## src/hdl/eulerian_circuit_finder_defines.svh

```systemverilog
// Assertion helpers shared by the block's checks.
`ifndef EULERIAN_CIRCUIT_FINDER_DEFINES_SVH
`define EULERIAN_CIRCUIT_FINDER_DEFINES_SVH

// Same-cycle implication, sampled on clk and held off during rst.
`define ECF_ASSERT_IMP(lbl, ante, cons) \
  lbl: assert property (@(posedge clk) disable iff (rst) (ante) |-> (cons)) \
    else $error("ecf same-cycle check failed");

// Next-cycle implication, sampled on clk and held off during rst.
`define ECF_ASSERT_NEXT(lbl, ante, cons) \
  lbl: assert property (@(posedge clk) disable iff (rst) (ante) |=> (cons)) \
    else $error("ecf next-cycle check failed");

`endif

```

## src/hdl/ecf_pkg.sv

```systemverilog
package ecf_pkg;

  localparam int COLOR_W = 6;

  typedef enum logic [3:0] {
    S_CLEAR,
    S_IDLE,
    S_INS_WA,
    S_INS_WB,
    S_FAIL_SET,
    S_WALK_INIT,
    S_SCAN_RD,
    S_SCAN_CHK,
    S_STEP_B,
    S_POP_WAIT,
    S_CHECK,
    S_LOAD_PREV,
    S_EMIT_RD,
    S_LOAD_OUT,
    S_RESULT
  } ctrl_state_t;

  typedef enum logic [4:0] {
    OP_NONE,
    OP_CLEAR,
    OP_ACCEPT,
    OP_INS_WA,
    OP_INS_WB,
    OP_FAIL,
    OP_WALK_INIT,
    OP_SCAN_RD,
    OP_SCAN_NEXT,
    OP_FOUND,
    OP_STEP_B,
    OP_POP,
    OP_POP_LOAD,
    OP_EMIT_INIT,
    OP_LOAD_PREV,
    OP_EMIT_RD,
    OP_LOAD_OUT
  } dp_op_t;

  typedef struct packed {
    logic sweep_last;
    logic edge_ok;
    logic last;
    logic parity_odd;
    logic cnt_nz;
    logic col_last;
    logic depth_one;
    logic len_ok;
    logic len_short;
    logic out_last;
  } dp_status_t;

endpackage

```

## src/hdl/ecf_ctrl.sv

```systemverilog
module ecf_ctrl (
  input  logic               clk,
  input  logic               rst,
  input  logic               in_valid,
  input  logic               out_ready,
  input  ecf_pkg::dp_status_t st,
  output ecf_pkg::dp_op_t    op,
  output logic               in_ready,
  output logic               out_valid
);
  import ecf_pkg::*;

  ctrl_state_t state, state_next;

  always_ff @(posedge clk) begin
    if (rst) state <= S_CLEAR;
    else     state <= state_next;
  end

  always_comb begin
    ctrl_state_t after_ins;
    if (!st.last)          after_ins = S_IDLE;
    else if (st.parity_odd) after_ins = S_FAIL_SET;
    else                   after_ins = S_WALK_INIT;
    state_next = state;
    op         = OP_NONE;
    in_ready   = 1'b0;
    out_valid  = 1'b0;
    unique case (state)
      S_CLEAR: begin
        op = OP_CLEAR;
        if (st.sweep_last) state_next = S_IDLE;
      end
      S_IDLE: begin
        in_ready = 1'b1;
        if (in_valid) begin
          op         = OP_ACCEPT;
          state_next = S_INS_WA;
        end
      end
      S_INS_WA: begin
        if (st.edge_ok) begin
          op         = OP_INS_WA;
          state_next = S_INS_WB;
        end else begin
          state_next = after_ins;
        end
      end
      S_INS_WB: begin
        op         = OP_INS_WB;
        state_next = after_ins;
      end
      S_FAIL_SET: begin
        op         = OP_FAIL;
        state_next = S_RESULT;
      end
      S_WALK_INIT: begin
        op         = OP_WALK_INIT;
        state_next = S_SCAN_RD;
      end
      S_SCAN_RD: begin
        op         = OP_SCAN_RD;
        state_next = S_SCAN_CHK;
      end
      S_SCAN_CHK: begin
        priority if (st.cnt_nz) begin
          op         = OP_FOUND;
          state_next = S_STEP_B;
        end else if (!st.col_last) begin
          op         = OP_SCAN_NEXT;
          state_next = S_SCAN_RD;
        end else begin
          // Dead end: the node joins the circuit and the walk backs up.
          op         = OP_POP;
          state_next = st.depth_one ? S_CHECK : S_POP_WAIT;
        end
      end
      S_STEP_B: begin
        op         = OP_STEP_B;
        state_next = S_SCAN_RD;
      end
      S_POP_WAIT: begin
        op         = OP_POP_LOAD;
        state_next = S_SCAN_RD;
      end
      S_CHECK: begin
        priority if (!st.len_ok) begin
          state_next = S_FAIL_SET;
        end else if (st.len_short) begin
          state_next = S_CLEAR;
        end else begin
          op         = OP_EMIT_INIT;
          state_next = S_LOAD_PREV;
        end
      end
      S_LOAD_PREV: begin
        op         = OP_LOAD_PREV;
        state_next = S_EMIT_RD;
      end
      S_EMIT_RD: begin
        op         = OP_EMIT_RD;
        state_next = S_LOAD_OUT;
      end
      S_LOAD_OUT: begin
        op         = OP_LOAD_OUT;
        state_next = S_RESULT;
      end
      S_RESULT: begin
        out_valid = 1'b1;
        if (out_ready) state_next = st.out_last ? S_CLEAR : S_EMIT_RD;
      end
      default: state_next = S_CLEAR;
    endcase
  end
endmodule

```

## config.mk

```make
export PLATFORM = sky130hd
export DESIGN_NAME = ecf_ctrl
export DESIGN_NICKNAME = d
export VERILOG_FILES = /design/src/hdl/eulerian_circuit_finder_defines.svh /design/src/hdl/ecf_pkg.sv /design/src/hdl/ecf_ctrl.sv
export SDC_FILE = /design/constraint.sdc
export NUM_CORES = 1
export LEC_CHECK = 0
export BUFFER_PORTS_ARGS = -buffer_cell sky130_fd_sc_hd__buf_2
export CAP_MARGIN = 30
export CORE_MARGIN = 2
export CORE_UTILIZATION = 42
export DETAILED_ROUTE_END_ITERATION = 8
export PLACE_DENSITY = 0.8
export SKIP_CTS_REPAIR_TIMING = 1
export SLEW_MARGIN = 20
export SYNTH_ARGS = -nofsm -noshare
export SYNTH_HDL_FRONTEND = slang
export SYNTH_SLANG_ARGS = --single-unit
```

## constraint.sdc

```tcl
create_clock -name clk -period 1.5 [get_ports clk]
set_input_delay 0.15 -clock clk [delete_from_list [all_inputs] [get_ports clk]]
set_output_delay 0.15 -clock clk [all_outputs]
set_load 0.01 [all_outputs]
```

==> results.txt <==
Traced cell by cell, the critical path runs through nand2b_4 -> buf_6 -> nor2b_1 -> a311oi_1 -> buf_2. The overall routed net length came out at 2.04 mm. Worst min-delay path class: input port to flop. The via density per instance was 6.11. Portion of netlist area occupied by mux cells: 0.0174. The dominant combinational cell family by area after synthesis is compound AO/OA/AOI/OAI gates. The number of setup violations in the final report came out at 3. The fraction of the mapped netlist area in compound gates works out to 0.409. The Yosys step of the flow raised 0 warnings. The end point of the worst hold path was state[1]$_SDFFE_PP0P_. The count of different cell masters after synthesis was 35; the maximum buffer depth of the clock tree was 2. The worst-margin pin slew was 0.306 ns.

The number of cells produced by synthesis was 87. The startpoint identified for the worst register-to-register timing path is state[3]$_SDFFE_PP0P_. The H-tree depth came out at 1. Power per unit of standard cell area: 650 mW/mm².

The register with the most flip-flops in the layout has 4 of them. In this run the most critical hold path is launched from rst. STA puts the critical path data arrival time at 1.36 ns.

The floorplan has 13 rows. The most frequent standard cell in the layout excluding fill and tap cells is buf_2. The checks that failed: negative setup slack. The detailed-route wire length per cell is 15.5 µm, and the net count after synthesis is 101. The total global-route track usage was 0.236. The final cycle utilization of the critical path was 1.01. The number of flip-flops and latches in the synthesized netlist is 4, and the mean post-synth cell area is 6.62 µm². The antenna violation net count after detailed routing is 0, and the mapped cell area is 576 µm². The remaining routing DRC violations came out at 0.

The worst setup path is launched from a flop. Data on the critical path is required at its endpoint by 1.35 ns. Summed over all cells, the static leakage comes to 0.368 nW. For the area enclosed by the die boundary, the log shows 0.00168 mm². The logs give 21 for the count of pins on the block boundary and 0 for the count of final max-slew check failures. The adder and majority cell fraction of the synthesized area was 0. The clock buffer count from CTS was 3. The layout filler cell count came out at 108. Clock-pin slew was measured on the worst setup and hold paths at 0.04 ns. Counting instances, the worst hold path has a depth of 2. The finished cells cover 882 µm². The number of buffers and inverters on the critical path is 2. Counting cells, the worst reg-to-reg path comes to 4. For the area of the core, the log shows 0.00128 mm². During placement, the flow inserted port buffers numbering 20. The clock net in this run drives a total of 4 sinks.

The number of DRC markers in iteration 0 is 53. The post-DP HPWL came out at 1.32 mm. Of all nets on the critical path, the largest fanout is 6. Ranked by flip-flop count, first place goes to state.

The flow ran to the end, but the final reports show violations. The starting density of the core was 0.448; the source-to-sink clock delay at the later pin of the worst-skew pair was 0.23 ns. The via count of the first global-routing pass came out at 626.

The headroom to the max-slew limit is 0.796, and the instance area at placement is 713 µm². STA classifies the critical path endpoint as an output port. Across the whole layout, storage elements account for 95.1 µm². The worst setup slack for register-to-register paths was 0 ns.

The run gives 0 as the number of antenna violations at the first check in global routing. In the final layout, the multi-input gates occupy 472 µm². Antenna cell count: 0. The master of the slowest instance on the critical path is dfxtp_4. The type of the worst setup path was flop to output port. The die span in y was 41.0 µm; the maximum number of pins on one net before global-route repair was 14. Detailed routing inserted a total of 807 vias. The first detailed-routing pass took 4 iterations. The die is 41.0 µm wide.

In the layout the commonest cells are 20 x buf_2, 9 x nor2_1, 9 x buf_4, 7 x o21ai_0, 7 x a21oi_1. The routed design could run at a clock period as short as 1.51 ns. The remaining global-route overflow was 0; the sequential share of the synthesized area was 0.139.

The parity-gate share of the synthesized area counting xor and xnor cells works out to 0. The cell family contributing the most delay on the critical path is flip-flops. The number of maximum-capacitance violations was 0. The worst register-to-register path ends at state[0]$_SDFFE_PP0P_.

Routability-driven placement finished with a final weighted congestion of 0.921. The run gives 0.00110 ns as the worst setup skew after layout. The largest registers in the layout are state x4. IR analysis of the VDD net gives a maximum drop of 503 µV.

The tools report the net count reported at finish as 133. TritonCTS built the clock tree. The post-synthesis share of cell area spent on and, or, nand and nor gates works out to 0.337. After layout, the design draws a total of 0.000574 W. Relative to the synthesized area, the layout overhead comes to 53.3%.

The maximum single-stage delay on the critical path was 0.36 ns; the share of cells above drive strength 1 was 0.436. Setup repair after global routing could not meet its margin everywhere. Static timing analysis puts the maximum clock frequency at 663 MHz. The cell sitting at the root of the clock tree is a clkbuf_4. The critical path crosses 5 cells after its start point.

The logs give 2.66 mm for the global-route wire length before repair and 0 for the final hold violation count. For the minimum setup slack in the final design, the log shows -0.00909 ns.
report_power, final:
group          switching (W)  leakage [nW]  internal (W)  total (W)
logic               0.000143         0.319      0.000158   0.000301
registers          0.0000196        0.0355      0.000116   0.000135
clock network      0.0000474        0.0138     0.0000897   0.000137
total               0.000210         0.368      0.000363   0.000574
how the worst max path moves through the flow:
stage	from	end	slack, ns
2_1_floorplan	state[0]$_SDFFE_PP0P_	op[1]	0.005
3_3_place_gp	state[3]$_SDFFE_PP0P_	state[0]$_SDFFE_PP0P_	0.08
3_5_place_dp	state[1]$_SDFFE_PP0P_	state[1]$_SDFFE_PP0P_	0.01
4_1_cts	state[2]$_SDFFE_PP0P_	op[1]	-0.16
5_1_grt	state[0]$_SDFFE_PP0P_	op[0]	-0.07
6_report	state[2]$_SDFFE_PP0P_	op[1]	-0.009
area by class of cell:
cell class	instances	area share
inverter	4	0.0199
tap	15	0.0213
multi-input combinational	71	0.535
timing repair buffer	35	0.291
clock buffer	3	0.0255
sequential	4	0.108
worst reg2reg max path, delay by kind of cell, from the launching register on:
family	cells	cell delay [ns]
AO/OA/AOI/OAI	2	0.48
AND/OR/NAND/NOR	2	0.59
flip-flops	1	0.35
cell families after synthesis:
group                  Yosys count
buffers and inverters           12
AOI/OAI and AO/OA               35
muxes                            1
DFF                              4
and+or+nand+nor                 35
synthesized netlist by cell type, drive strengths merged:
library cell	instances	share of area
nor2	9	0.059
o21ai	9	0.078
a21oi	7	0.061
nand2b	7	0.089
buf	5	0.052
nor3	5	0.043
dfxtp	4	0.14
inv	4	0.026
nand2	4	0.026
nor2b	4	0.043
clkbuf	3	0.020
a311oi	2	0.030
nand3b	2	0.026
o211ai	2	0.026
o21bai	2	0.026
o22ai	2	0.022
a211o	1	0.015
a21o	1	0.013
a221oi	1	0.015
a22o	1	0.015
a2bb2oi	1	0.015
a31oi	1	0.011
a41oi	1	0.015
mux2i	1	0.017
nand3	1	0.0087
nor4	1	0.011
o211a	1	0.017
o2bb2ai	1	0.015
o31a	1	0.015
o32a	1	0.017
or3	1	0.011
or4	1	0.020
through the flow:
step           instances   util  setup WS, ns  hold WS (ns)  setup TNS, ns
6_report             132  0.686      -0.00909         0.152        -0.0139
5_1_grt              132  0.686       -0.0668         0.159         -0.192
4_1_cts              125  0.573        -0.163         0.154         -0.487
3_5_place_dp         122  0.555        0.0141         0.396              0
3_3_place_gp         122  0.555        0.0792         0.370              0
2_1_floorplan         87      -       0.00490         0.219              0
layer usage:
metal / track usage / up-vias / wire length (µm)
met5: 0 / - / 0
met2: 0.387 / 45 / 1020
met4: 0.0583 / 0 / 0
li1: - / 391 / -
met3: 0.0543 / 0 / 151
met1: 0.306 / 371 / 871
Power figures use the tool's default switching activity.
